File: config.mk
export PLATFORM = sky130hd
export DESIGN_NAME = integer_to_ascii_formatter_unit
export DESIGN_NICKNAME = d
export VERILOG_FILES = /design/src/rtl/i2a_pkg.sv /design/src/rtl/integer_to_ascii_formatter_unit.sv
export SDC_FILE = /design/constraint.sdc
export NUM_CORES = 1
export LEC_CHECK = 0
export BUFFER_PORTS_ARGS = -buffer_cell sky130_fd_sc_hd__buf_2
export CORE_MARGIN = 2
export CORE_UTILIZATION = 40
export CTS_CLUSTER_SIZE = 12
export DETAILED_ROUTE_END_ITERATION = 7
export MAX_ROUTING_LAYER = met4
export SETUP_SLACK_MARGIN = 0.1
export SLEW_MARGIN = 20
export SYNTH_ARGS = -nofsm -noshare
export SYNTH_HDL_FRONTEND = slang
export SYNTH_SLANG_ARGS = --single-unit
File: constraint.sdc
create_clock -name clk_i -period 6.9 [get_ports clk_i]
set_input_delay 0.345 -clock clk_i [delete_from_list [all_inputs] [get_ports clk_i]]
set_output_delay 0.345 -clock clk_i [all_outputs]
set_load 0.005 [all_outputs]
File: src/rtl/i2a_pkg.sv
// Package for the integer to ASCII formatter: request and character types,
// field widths, character codes and the digit to character mapping. No dependencies.
`timescale 1ns / 1ps

package i2a_pkg;

  localparam int unsigned MagW      = 64;
  localparam int unsigned WidthW    = 7;
  localparam int unsigned CharW     = 7;
  localparam int unsigned DecDigits = 20;
  localparam int unsigned DigW      = 4;
  localparam int unsigned MaxWidthDefault = 64;

  localparam logic [CharW-1:0] ChZero  = 7'h30;
  localparam logic [CharW-1:0] ChMinus = 7'h2d;
  localparam logic [CharW-1:0] ChSpace = 7'h20;
  localparam logic [CharW-1:0] ChUpA   = 7'h41;
  localparam logic [CharW-1:0] ChLowA  = 7'h61;

  typedef struct packed {
    logic [MagW-1:0]   magnitude;
    logic              hex_mode;
    logic              negative;
    logic [WidthW-1:0] min_width;
    logic              zero_pad;
    logic              uppercase;
  } in_req_t;

  typedef struct packed {
    logic [CharW-1:0] ascii_char;
    logic             last_char;
  } out_char_t;

  function automatic logic [CharW-1:0] digit_char(input logic [DigW-1:0] d,
                                                  input logic upper);
    logic [CharW-1:0] r;
    if (d < 4'd10) begin
      r = ChZero + {3'b000, d};
    end else begin
      r = (upper ? ChUpA : ChLowA) + {3'b000, d} - 7'd10;
    end
    return r;
  endfunction

endpackage

File: src/rtl/integer_to_ascii_formatter_unit.sv
// Integer to ASCII formatter: bit-serial binary to BCD conversion, leading zero
// scan and a character sequencer with a registered output. Uses i2a_pkg.
// A request is accepted from idle, converted bit by bit in decimal (hex skips the
// conversion), scanned for leading zeros, then sequenced through the sign, pad and
// digit states, one pad or digit character per cycle while the sink takes them;
// one number at a time. Reset (asynchronous, active low) idles.
`timescale 1ns / 1ps

module integer_to_ascii_formatter_unit #(
  parameter int unsigned MAX_WIDTH = i2a_pkg::MaxWidthDefault
) (
  input  logic               clk_i,
  input  logic               rst_ni,
  input  logic               in_valid_i,
  output logic               in_ready_o,
  input  i2a_pkg::in_req_t   in_req_i,
  output logic               out_valid_o,
  input  logic               out_ready_i,
  output i2a_pkg::out_char_t out_o
);
  import i2a_pkg::*;

  localparam int unsigned BcdW = DecDigits * DigW;
  localparam logic [WidthW-1:0] MaxW = WidthW'(MAX_WIDTH);

  typedef enum logic [6:0] {
    StIdle  = 7'b0000001,
    StConv  = 7'b0000010,
    StScan  = 7'b0000100,
    StSignA = 7'b0001000,
    StPad   = 7'b0010000,
    StSignB = 7'b0100000,
    StDigs  = 7'b1000000
  } state_e;

  state_e            state_q, state_d;
  logic [MagW-1:0]   mag_q, mag_d;
  logic [BcdW-1:0]   bcd_q, bcd_d;
  logic [5:0]        bit_cnt_q, bit_cnt_d;
  logic [4:0]        nd_q, nd_d;
  logic [WidthW-1:0] pad_q, pad_d;
  logic [WidthW-1:0] width_q, width_d;
  logic              neg_q, neg_d, zpad_q, zpad_d, upper_q, upper_d;
  logic              out_valid_q, out_valid_d;
  out_char_t         out_q, out_d;

  logic              emit_en, emit;
  out_char_t         emit_char;
  logic [BcdW-1:0]   bcd_adj;
  logic [DigW-1:0]   top_dig;
  logic [WidthW-1:0] total;

  assign emit_en = !out_valid_q || out_ready_i;
  assign top_dig = bcd_q[BcdW-1 -: DigW];
  assign total   = WidthW'(nd_q) + WidthW'(neg_q);

  // Add three to every BCD digit of five or more before each shift.
  always_comb begin
    for (int i = 0; i < DecDigits; i++) begin
      if (bcd_q[i*DigW +: DigW] >= 4'd5) begin
        bcd_adj[i*DigW +: DigW] = bcd_q[i*DigW +: DigW] + 4'd3;
      end else begin
        bcd_adj[i*DigW +: DigW] = bcd_q[i*DigW +: DigW];
      end
    end
  end

  always_comb begin
    state_d   = state_q;
    mag_d     = mag_q;
    bcd_d     = bcd_q;
    bit_cnt_d = bit_cnt_q;
    nd_d      = nd_q;
    pad_d     = pad_q;
    width_d   = width_q;
    neg_d     = neg_q;
    zpad_d    = zpad_q;
    upper_d   = upper_q;
    emit      = 1'b0;
    emit_char = '{ascii_char: ChSpace, last_char: 1'b0};

    case (state_q)
      StIdle: begin
        if (in_valid_i) begin
          mag_d     = in_req_i.magnitude;
          neg_d     = in_req_i.negative;
          zpad_d    = in_req_i.zero_pad;
          upper_d   = in_req_i.uppercase;
          width_d   = (in_req_i.min_width > MaxW) ? MaxW : in_req_i.min_width;
          nd_d      = 5'(DecDigits);
          bit_cnt_d = '0;
          if (in_req_i.hex_mode) begin
            bcd_d   = {{(BcdW-MagW){1'b0}}, in_req_i.magnitude};
            state_d = StScan;
          end else begin
            bcd_d   = '0;
            state_d = StConv;
          end
        end
      end
      StConv: begin
        bcd_d     = {bcd_adj[BcdW-2:0], mag_q[MagW-1]};
        mag_d     = {mag_q[MagW-2:0], 1'b0};
        bit_cnt_d = bit_cnt_q + 6'd1;
        if (bit_cnt_q == 6'(MagW - 1)) begin
          state_d = StScan;
        end
      end
      StScan: begin
        if (top_dig == '0 && nd_q > 5'd1) begin
          bcd_d = {bcd_q[BcdW-DigW-1:0], {DigW{1'b0}}};
          nd_d  = nd_q - 5'd1;
        end else begin
          pad_d   = (width_q > total) ? width_q - total : '0;
          state_d = StSignA;
        end
      end
      StSignA: begin
        // With zero padding the sign leads the pad characters.
        if (!(neg_q && zpad_q)) begin
          state_d = StPad;
        end else if (emit_en) begin
          emit      = 1'b1;
          emit_char = '{ascii_char: ChMinus, last_char: 1'b0};
          state_d   = StPad;
        end
      end
      StPad: begin
        if (pad_q == '0) begin
          state_d = StSignB;
        end else if (emit_en) begin
          emit      = 1'b1;
          emit_char = '{ascii_char: (zpad_q ? ChZero : ChSpace), last_char: 1'b0};
          pad_d     = pad_q - 7'd1;
        end
      end
      StSignB: begin
        if (!(neg_q && !zpad_q)) begin
          state_d = StDigs;
        end else if (emit_en) begin
          emit      = 1'b1;
          emit_char = '{ascii_char: ChMinus, last_char: 1'b0};
          state_d   = StDigs;
        end
      end
      StDigs: begin
        if (emit_en) begin
          emit      = 1'b1;
          emit_char = '{ascii_char: digit_char(top_dig, upper_q),
                        last_char: (nd_q == 5'd1)};
          bcd_d     = {bcd_q[BcdW-DigW-1:0], {DigW{1'b0}}};
          nd_d      = nd_q - 5'd1;
          if (nd_q == 5'd1) begin
            state_d = StIdle;
          end
        end
      end
      default: state_d = StIdle;
    endcase
  end

  always_comb begin
    out_valid_d = out_valid_q;
    out_d       = out_q;
    if (emit) begin
      out_valid_d = 1'b1;
      out_d       = emit_char;
    end else if (out_ready_i) begin
      out_valid_d = 1'b0;
    end
  end

  always_ff @(posedge clk_i or negedge rst_ni) begin
    if (!rst_ni) begin
      state_q     <= StIdle;
      out_valid_q <= 1'b0;
      bit_cnt_q   <= '0;
    end else begin
      state_q     <= state_d;
      out_valid_q <= out_valid_d;
      bit_cnt_q   <= bit_cnt_d;
    end
  end

  always_ff @(posedge clk_i) begin
    mag_q   <= mag_d;
    bcd_q   <= bcd_d;
    nd_q    <= nd_d;
    pad_q   <= pad_d;
    width_q <= width_d;
    neg_q   <= neg_d;
    zpad_q  <= zpad_d;
    upper_q <= upper_d;
    out_q   <= out_d;
  end

  assign in_ready_o  = (state_q == StIdle);
  assign out_valid_o = out_valid_q;
  assign out_o       = out_q;

endmodule

==> run summary, run 1 <==
Fin. Hold Viols = 0
CTS tree = done
largest net degree at the start of global routing = 81
DR vias/cell = 5.40
Initial Util = 0.408
total wire length = 23400 µm
reg2reg setup slack = 3540 ps
Hold Path Class = in -> reg
crit share post-route = 0.488
adder-cell share of the synthesized area = 0.0642
Slew @ Worst Pin = 835 ps
status = finished clean
min-delay src = in_req_i[1]
core region area = 26100 µm²
Worst Path Max Fanout = 70
RR Endpoint = mag_q[8]
cell row count = 59
top cells by count, synth = 249 x nand2_1, 174 x edfxtp_1, 73 x nor2_1
vias in the first global route = 7439
fraction of registers with async set/reset = 0.0745
static leakage = 4.75 nW
Crit. End Element = flip-flop
Arr. time, crit path = 3420 ps
fin worst setup slack = 3540 ps
PnR Total Power = 5.52 mW
xor/xnor cell area share of the yosys netlist = 0.0329
Syn Nets = 1177
DRC = 0
Detail Route Antenna Nets = 0
antenna diode count = 0
cells on worst reg2reg path = 6
unrepaired setup endpoints after global routing = no
f_max = 0.297 GHz
I/O pins = 89
grt total ovfl = 0
layout cell share with drive strength beyond 1 = 0.127
largest vdd supply drop = 0.000365 V
Final setup viols = 0
Synth top area share = 0.491
CTS Root Buffer Type = clkbuf_16
worst setup path category = reg -> reg
largest family of logic cells by synthesized area = simple AND/OR/NAND/NOR gates
sequential-to-total area share from yosys stat = 0.524
PortBufs = 88
Post-Place Cells = 1426
setup_tns = 0 ps
required time of the critical path = 6960 ps
Main synth FF type = edfxtp_1
fin cells = 1459
Starting DRT DRC Count = 459
area leader, netlist = edfxtp_1
DP Wirelength = 15600 µm
post-synthesis mux area share = 0.00306
Hold Path Depth = 1
synthesis-stage register bit count = 188
first-pass GRT wire length = 38100 µm
Place WS = 3400 ps
Post-layout nets = 1244
synthesized area = 10600 µm²
Syn Area/Cell = 10.2 µm²
Hold Path Sink = zpad_q
RePlAce Congestion = 0.791
Total GRT Usage = 0.173
Simple-Gate Fraction of Synth Area = 0.179
area growth from synthesis to layout = 12.3%
min Tclk post-route = 3360 ps
yosys warns = 0
Rel. slew slack = 0.443
Synth Area in Compound Gates = 0.154
die height = 167 µm
Netlist cell types = 58
Final Max Slew Viols = 0
antenna violations before repair = 0
Clock Skews = 15.0 ps
htree depth = 4
insertion delay to the later sink of the worst-skew pair = 430 ps
Clock Sinks = 188
Worst setup SP type = flip-flop
drt pass-1 iters = 5
vias = 7873
max-cap viol count = 0
Post-synth EDFFs = 174
average wire per standard cell = 16.0 µm
PwrDens = 462 nW/µm²
DIE WIDTH = 167 µm
ranking of synthesized cells by area = edfxtp_1 49%, nand2_1 8.8%, ha_1 6.2%
die area = 27900 µm²
CTS Buf Count = 17
Crit. Startpoint = state_q[3]
cell with the most instances after synthesis = nand2_1
CTS clk-pin slew, worst paths = 80 ps
R2R Path Start = state_q[3]
CTS Buffer Depth = 2
Syn Inst Count = 1044
## worst max-delay path, stage by stage (launching register included)
cell	delay, ps
dfrtp_1	490
nor3_1	570
and4b_2	330
buf_4	540
a21oi_1	280
inv_2	90
buf_4	640
## state kept, by name (all words and copies together) (netlist names)
name,count
out_valid_o,1
bit_cnt_q,6
neg_q,1
nd_q,5
mag_q,64
bcd_q,80
zpad_q,1
width_q,7
upper_q,1
state_q,7
out_o,8
pad_q,7
## cell type report
class                   count  area (µm²)
clock buffers              17         425
clock inverters            15         181
fillers                  2515       14100
inverters                  56         210
multi-input cells         752        4630
flip-flops and latches    188        5580
well taps                 335         419
repair buffers             96         507
## kinds of logic (layout without fill, tap and decap cells)
family / count (synthesis) / count (layout)
mux: 3 / 3
buf+inv: 104 / 184
fa+ha+maj: 54 / 54
simple gates: 424 / 424
xor+xnor: 40 / 40
compound gates: 231 / 231
flops: 188 / 188
## power by group
group	internal, mW	leakage [nW]	switching [mW]
Combinational	0.835	2.62	1.32
Clock	0.547	0.283	0.466
Sequential	1.97	1.85	0.379
Total	3.36	4.75	2.16
## layer usage
metal,wire length (µm),vias up,track usage,part of all wire
met4,161,0,0.0364,0.0069
li1,-,3886,-,-
met2,11100,175,0.274,0.47
met5,0,-,-,0
met1,11200,3797,0.235,0.48
met3,918,15,0.0285,0.039
## placed cells by master, fill, tap and decap left out, types with 5 or more instances in the layout
cell type | netlist | routed
a211oi_1 | 16 | 16
a21oi_1 | 68 | 68
a221o_1 | 60 | 60
buf_2 | 9 | 88
buf_4 | 0 | 6
clkbuf_16 | 0 | 17
dfrtp_1 | 13 | 13
edfxtp_1 | 174 | 174
ha_1 | 53 | 53
inv_1 | 56 | 55
nand2_1 | 249 | 249
nand2b_1 | 23 | 23
nor2_1 | 73 | 73
nor2b_1 | 23 | 23
nor3_1 | 6 | 6
nor3b_1 | 19 | 19
o21ai_0 | 42 | 42
o22ai_1 | 10 | 10
o2bb2ai_1 | 5 | 5
o32ai_1 | 8 | 8
xnor2_1 | 29 | 29
xor2_1 | 11 | 11
## metrics by stage
step	hold WS (ps)	instance area, µm²	utilization
after floorplan	49.4	10600	-
after global placement	276	11300	0.435
after detailed placement	273	11300	0.435
after CTS	74.8	11900	0.458
after global routing	66.6	11900	0.458
final	91.1	11900	0.458
## worst max-delay path by stage
stage | endpoint | slack, ps
after global routing | mag_q[8] | 3160
after detailed placement | bcd_q[44] | 3400
after CTS | bcd_q[7] | 3400
after global placement | bcd_q[24] | 3500
final | mag_q[8] | 3540
after floorplan | bcd_q[0] | 490
## what timing repair did
action / in CTS / in global routing
buffers inserted: 0 / 0
hold buffers: 1 / 0
endpoints found under the hold margin: 13 / 0
resized for setup: 0 / 0
Note: power is estimated with default switching activity, not from simulation.
==> inputs of run 2 (changes only) <==
==> constraint.sdc (replaced) <==
create_clock -name clk_i -period 3.4 [get_ports clk_i]
set_input_delay 0.17 -clock clk_i [delete_from_list [all_inputs] [get_ports clk_i]]
set_output_delay 0.17 -clock clk_i [all_outputs]
set_load 0.005 [all_outputs]
==> run 2 against run 1 <==
- fmax up 18%
- critical path depth up 1
- worst hold slack worse by 70 ps
- first-iteration DRC count up 28%
- sequential power up 100%
- count of clock-buffer cells in the layout unchanged
- worst setup slack worse by 3000 ps
- wire length down 1.1%
- combinational power up 110%
- largest power group unchanged
==> run summary, run 2 (synthesis gave the netlist of run 1 again) <==
PortBufs = 88 (unchanged)
Largest Register = bcd_q (unchanged)
max reg flops = 80 (unchanged)
DP Wirelength = 15100 µm (was 15600 µm)
largest net degree at the start of global routing = 154 (was 81)
max-cap viol count = 0 (unchanged)
drt pass-1 iters = 5 (unchanged)
Rel. slew slack = 0.503 (was 0.443)
hold slack = 20.7 ps (was 91.1 ps)
DIE WIDTH = 167 µm (unchanged)
# fillers = 2450 (was 2515)
worst setup path category = reg -> reg (unchanged)
post-route cell area = 12100 µm² (was 11900 µm²)
insertion delay to the later sink of the worst-skew pair = 430 ps (about the same)
Post-layout nets = 1253 (was 1244)
Clock Sinks = 188 (unchanged)
DRC = 0 (unchanged)
largest vdd supply drop = 0.000555 V (was 0.000365 V)
Starting DRT DRC Count = 589 (was 459)
Worst setup SP type = flip-flop (unchanged)
Crit. End Element = flip-flop (unchanged)
cts repair resizes = 0 (unchanged)
Post-CTS Hold Buffers = 6 (was 1)
reg2reg setup slack = 550 ps (was 3540 ps)
CTS clk-pin slew, worst paths = 80 ps (about the same)
layout cell share with drive strength beyond 1 = 0.129 (was 0.127)
PnR Total Power = 11.2 mW (was 5.52 mW)
Final Max Slew Viols = 0 (unchanged)
htree depth = 4 (unchanged)
I/O pins = 89 (unchanged)
fin util = 0.462 (was 0.458)
post-CTS setup repair buffer count = 0 (unchanged)
setup_tns = 0 ps (unchanged)
grt total ovfl = 0 (unchanged)
DR vias/cell = 5.32 (was 5.40)
core region area = 26100 µm² (unchanged)
Detail Route Antenna Nets = 0 (unchanged)
f_max = 0.351 GHz (was 0.297 GHz)
unrepaired setup endpoints after global routing = no (unchanged)
antenna violations before repair = 0 (unchanged)
Fin. Hold Viols = 0 (unchanged)
crit share post-route = 0.837 (was 0.488)
average wire per standard cell = 15.7 µm (was 16.0 µm)
vias = 7813 (was 7873)
Clock Skews = 16.7 ps (was 15.0 ps)
static leakage = 4.80 nW (was 4.75 nW)
Arr. time, crit path = 3150 ps (was 3420 ps)
Slew @ Worst Pin = 746 ps (was 835 ps)
required time of the critical path = 3700 ps (was 6960 ps)
Worst Path Max Fanout = 7 (was 70)
status = finished clean (unchanged)
vias in the first global route = 7550 (was 7439)
CTS tree = done (unchanged)
most frequent cells in the layout = 249 x nand2_1, 174 x edfxtp_1, 88 x buf_2, 73 x nor2_1, 68 x a21oi_1 (unchanged)
first-pass GRT wire length = 38400 µm (was 38100 µm)
CTS Buf Count = 17 (unchanged)
Total GRT Usage = 0.174 (was 0.173)
placed standard-cell area = 11400 µm² (was 11300 µm²)
commonest non-fill, non-tap cell in the layout = nand2_1 (unchanged)
CTS Root Buffer Type = clkbuf_16 (unchanged)
Hold Path Class = in -> reg (unchanged)
RePlAce Congestion = 0.849 (was 0.791)
die height = 167 µm (unchanged)
die area = 27900 µm² (unchanged)
CTS Buffer Depth = 2 (unchanged)
Initial Util = 0.408 (unchanged)
area growth from synthesis to layout = 13.3% (was 12.3%)
total wire length = 23100 µm (was 23400 µm)
min Tclk post-route = 2850 ps (was 3360 ps)
Final setup viols = 0 (unchanged)
PwrDens = 930 nW/µm² (was 462 nW/µm²)
cell row count = 59 (unchanged)
## run 2: cell count changes in the layout (fill, tap and decap cells not counted), sizes merged
cell         before  now
inv              61   62
diode             0    1
dlygate4sd3       1    6
clkinv            4    6
bufinv            2    1
clkinvlp          4    2
buf              95   99
## run 2: critical path, stage by stage (launching register included)
cell	delay (ps)
edfxtp_1	410
inv_1	80
ha_1	180
or3b_2	500
nor4_1	410
o2bb2ai_1	190
a2111oi_4	560
mux2_2	400
## run 2: layout make-up
class / count / area [µm²] / share of cell area
Antenna cell: 1 / 2.50 / 0.000208
Clock buffer: 17 / 425 / 0.0353
Clock inverter: 15 / 138 / 0.0114
Inverter: 56 / 210 / 0.0174
Multi-Input combinational cell: 752 / 4630 / 0.385
Sequential cell: 188 / 5580 / 0.463
Tap cell: 335 / 419 / 0.0348
Timing Repair Buffer: 105 / 646 / 0.0536
## run 2: worst paths after layout
kind	from	end	cells past startpoint
min in group asynchronous	rst_ni	out_valid_o	2
worst max register to register	pad_q[0]	state_q[3]	7
worst max-delay path	pad_q[0]	state_q[3]	7
worst min-delay path	in_req_i[36]	mag_q[25]	3
max in group asynchronous	rst_ni	state_q[0]	2
worst min register to register	bit_cnt_q[5]	bit_cnt_q[5]	1
## run 2: metal layers
layer,part of all wire,global-route usage,vias up,wire length [µm]
li1,-,-,3907,-
met1,0.49,0.232,3770,11200
met2,0.47,0.280,122,10900
met3,0.034,0.0299,14,784
met4,0.0071,0.0364,0,163
met5,0,-,-,0
## run 2: per-stage QoR
| step | setup WS (ps) | cells |
|---|---|---|
| after floorplan | -7.16 | 1044 |
| after global placement | 676 | 1430 |
| after detailed placement | 605 | 1430 |
| after CTS | 584 | 1468 |
| after global routing | 478 | 1468 |
| final | 553 | 1469 |
## run 2: where the power goes
group	switching (mW)	internal (mW)	leakage, nW
sequential	0.771	3.99	1.85
combinational	2.68	1.82	2.68
clock	0.931	1.02	0.270
==> inputs of run 3 (changes only) <==
==> constraint.sdc (replaced) <==
create_clock -name clk_i -period 2.6 [get_ports clk_i]
set_input_delay 0.13 -clock clk_i [delete_from_list [all_inputs] [get_ports clk_i]]
set_output_delay 0.13 -clock clk_i [all_outputs]
set_load 0.005 [all_outputs]
==> run 3 against run 2 <==
- non-clock buffer count rose by 93
- die area did not move
- clock power rose by 50%
- sequential cell count did not move
- cell area rose by 11%
- count of clock-buffer cells in the layout did not move
- register-to-register slack got worse by 470 ps
- wire length rose by 8.4%
- worst setup slack got worse by 470 ps
- power rose by 48%
- clock skew fell by 2.7 ps
- critical path depth rose by 3
==> run summary, run 3 (synthesis gave the netlist of run 1 again) <==
unrepaired setup endpoints after global routing = yes (was no)
Fin. Hold Viols = 0 (unchanged)
antenna diode count = 0 (was 1)
I/O pins = 89 (unchanged)
DRC = 0 (unchanged)
CTS tree = done (unchanged)
cells on worst reg2reg path = 10 (was 7)
RePlAce Congestion = 0.825 (was 0.849)
average wire per standard cell = 16.0 µm (was 15.7 µm)
crit share post-route = 0.968 (was 0.837)
min Tclk post-route = 2520 ps (was 2850 ps)
die area = 27900 µm² (unchanged)
Critical Path End = pad_q[5] (was state_q[3])
PnR Total Power = 16.6 mW (was 11.2 mW)
CTS Root Buffer Type = clkbuf_16 (unchanged)
multi-input logic area = 4820 µm² (was 4630 µm²)
slowest CP cell = edfxtp_1 (was a2111oi_4)
DP Wirelength = 16100 µm (was 15100 µm)
most frequent cells in the layout = 247 x nand2_1, 174 x edfxtp_1, 88 x buf_2, 70 x nor2_1, 64 x a21oi_1 (was 249 x nand2_1, 174 x edfxtp_1, 88 x buf_2, 73 x nor2_1, 68 x a21oi_1)
Clock Sinks = 188 (unchanged)
Arr. time, crit path = 2710 ps (was 3150 ps)
vias in the first global route = 7934 (was 7550)
R2R Path Start = nd_q[0] (was pad_q[0])
worst setup path category = reg -> reg (unchanged)
CTS Buf Count = 17 (unchanged)
insertion delay to the later sink of the worst-skew pair = 430 ps (about the same)
reg2reg setup slack = 80 ps (was 550 ps)
grt total ovfl = 0 (unchanged)
Initial Util = 0.408 (unchanged)
static leakage = 5.35 nW (was 4.80 nW)
PortBufs = 88 (unchanged)
Final setup viols = 0 (unchanged)
Final Max Slew Viols = 0 (unchanged)
area growth from synthesis to layout = 25.6% (was 13.3%)
largest vdd supply drop = 0.000511 V (was 0.000555 V)
first-pass GRT wire length = 39900 µm (was 38400 µm)
Rel. slew slack = 0.616 (was 0.503)
critical path's largest stage delay = 390 ps (was 560 ps)
f_max = 0.397 GHz (was 0.351 GHz)
PwrDens = 1250 nW/µm² (was 930 nW/µm²)
Hold Path Class = in -> reg (unchanged)
max-cap viol count = 0 (unchanged)
Post-layout nets = 1346 (was 1253)
Crit. Startpoint = nd_q[0] (was pad_q[0])
DR vias/cell = 5.25 (was 5.32)
commonest non-fill, non-tap cell in the layout = nand2_1 (unchanged)
drt pass-1 iters = 5 (unchanged)
Slew @ Worst Pin = 571 ps (was 746 ps)
fin util = 0.513 (was 0.462)
crit-path cells = ha_2 > buf_4 > nand3_2 > or2_4 > ha_4 > and3_4 > nand4_1 > a21oi_2 > a41oi_2 > a31o_2 (was inv_1 > ha_1 > or3b_2 > nor4_1 > o2bb2ai_1 > a2111oi_4 > mux2_2)
Worst Path Max Fanout = 5 (was 7)
RR Endpoint = pad_q[5] (was state_q[3])
Crit. End Element = flip-flop (unchanged)
Clock Skews = 14.0 ps (was 16.7 ps)
largest net degree at the start of global routing = 97 (was 154)
CTS clk-pin slew, worst paths = 80 ps (about the same)
Largest Register = bcd_q (unchanged)
antenna violations before repair = 0 (unchanged)
htree depth = 4 (unchanged)
DIE WIDTH = 167 µm (unchanged)
die height = 167 µm (unchanged)
status = finished clean (unchanged)
cell row count = 59 (unchanged)
vias = 8201 (was 7813)
register area = 5580 µm² (unchanged)
Total GRT Usage = 0.180 (was 0.174)
Worst setup SP type = flip-flop (unchanged)
CTS Buffer Depth = 2 (unchanged)
layout cell share with drive strength beyond 1 = 0.179 (was 0.129)
core region area = 26100 µm² (unchanged)
total wire length = 25000 µm (was 23100 µm)
Detail Route Antenna Nets = 0 (unchanged)
max reg flops = 80 (unchanged)
# fillers = 2374 (was 2450)
Starting DRT DRC Count = 491 (was 589)
required time of the critical path = 2790 ps (was 3700 ps)
==> run 3: cell types whose count changed in the layout (fill, tap and decap cells not counted), sizes merged <==
cell | before | now
clkbuf | 17 | 23
clkinvlp | 2 | 4
buf | 99 | 138
clkinv | 6 | 2
dlygate4sd3 | 6 | 54
inv | 62 | 60
diode | 1 | 0
bufinv | 1 | 5
==> run 3: worst min-delay path by stage <==
stage	startpoint	to	slack, ps	cells after the start
after global routing	in_req_i[72]	mag_q[61]	20	3
after CTS	in_req_i[42]	mag_q[31]	0.2	3
after floorplan	rst_ni	bit_cnt_q[0]	-170	0
after global placement	rst_ni	out_valid_o	60	1
after detailed placement	rst_ni	out_valid_o	60	1
final	in_req_i[29]	mag_q[18]	20	3
==> run 3: final cells by class <==
cell class	instances	share of cell area
Clock buffer	17	0.0318
Clock inverter	15	0.0173
Inverter	56	0.0160
Multi-Input combinational cell	752	0.361
Sequential cell	188	0.417
Tap cell	335	0.0314
Timing Repair Buffer	198	0.125
==> run 3: per-stage QoR <==
step / setup TNS (ps) / cell area (µm²) / setup slack, ps / hold slack [ps] / instances
global route: -53.9 / 13400 / -44.4 / 15.1 / 1561
finish: 0 / 13400 / 82.5 / 22.4 / 1561
floorplan: -64570 / 10700 / -807 / -166 / 1044
detailed placement: 0 / 11700 / 55.2 / 59.9 / 1455
global placement: 0 / 11700 / 71.0 / 62.8 / 1455
CTS: 0 / 12900 / 72.1 / 0.237 / 1543
==> run 3: per-layer routing <==
metal,global-route usage,up-vias,share of wire
met3,0.0273,29,0.026
met2,0.293,131,0.48
met1,0.237,3958,0.47
met5,-,-,0
li1,-,4083,-
met4,0.0431,0,0.015
==> run 3: critical path: cells and delay by family, from the launching register on <==
kind,cells,cell delay (ps)
AOI/OAI and AO/OA,3,540
DFF,1,390
and+or+nand+nor,4,700
adders and majority gates,2,520
buffers and inverters,1,120
==> run 3: where the power goes <==
part	internal (mW)	switching, mW
sequential	5.21	0.995
combinational	3.50	4.00
clock	1.73	1.21
==> run 3: repair_timing <==
item	4_1_cts	5_1_grt
hold buffers	54	0
endpoints found under the hold margin	67	0
cloned	0	8
pin swaps	5	24
resized for setup	2	35
endpoints found under the setup margin	61	151
setup buffers	2	10
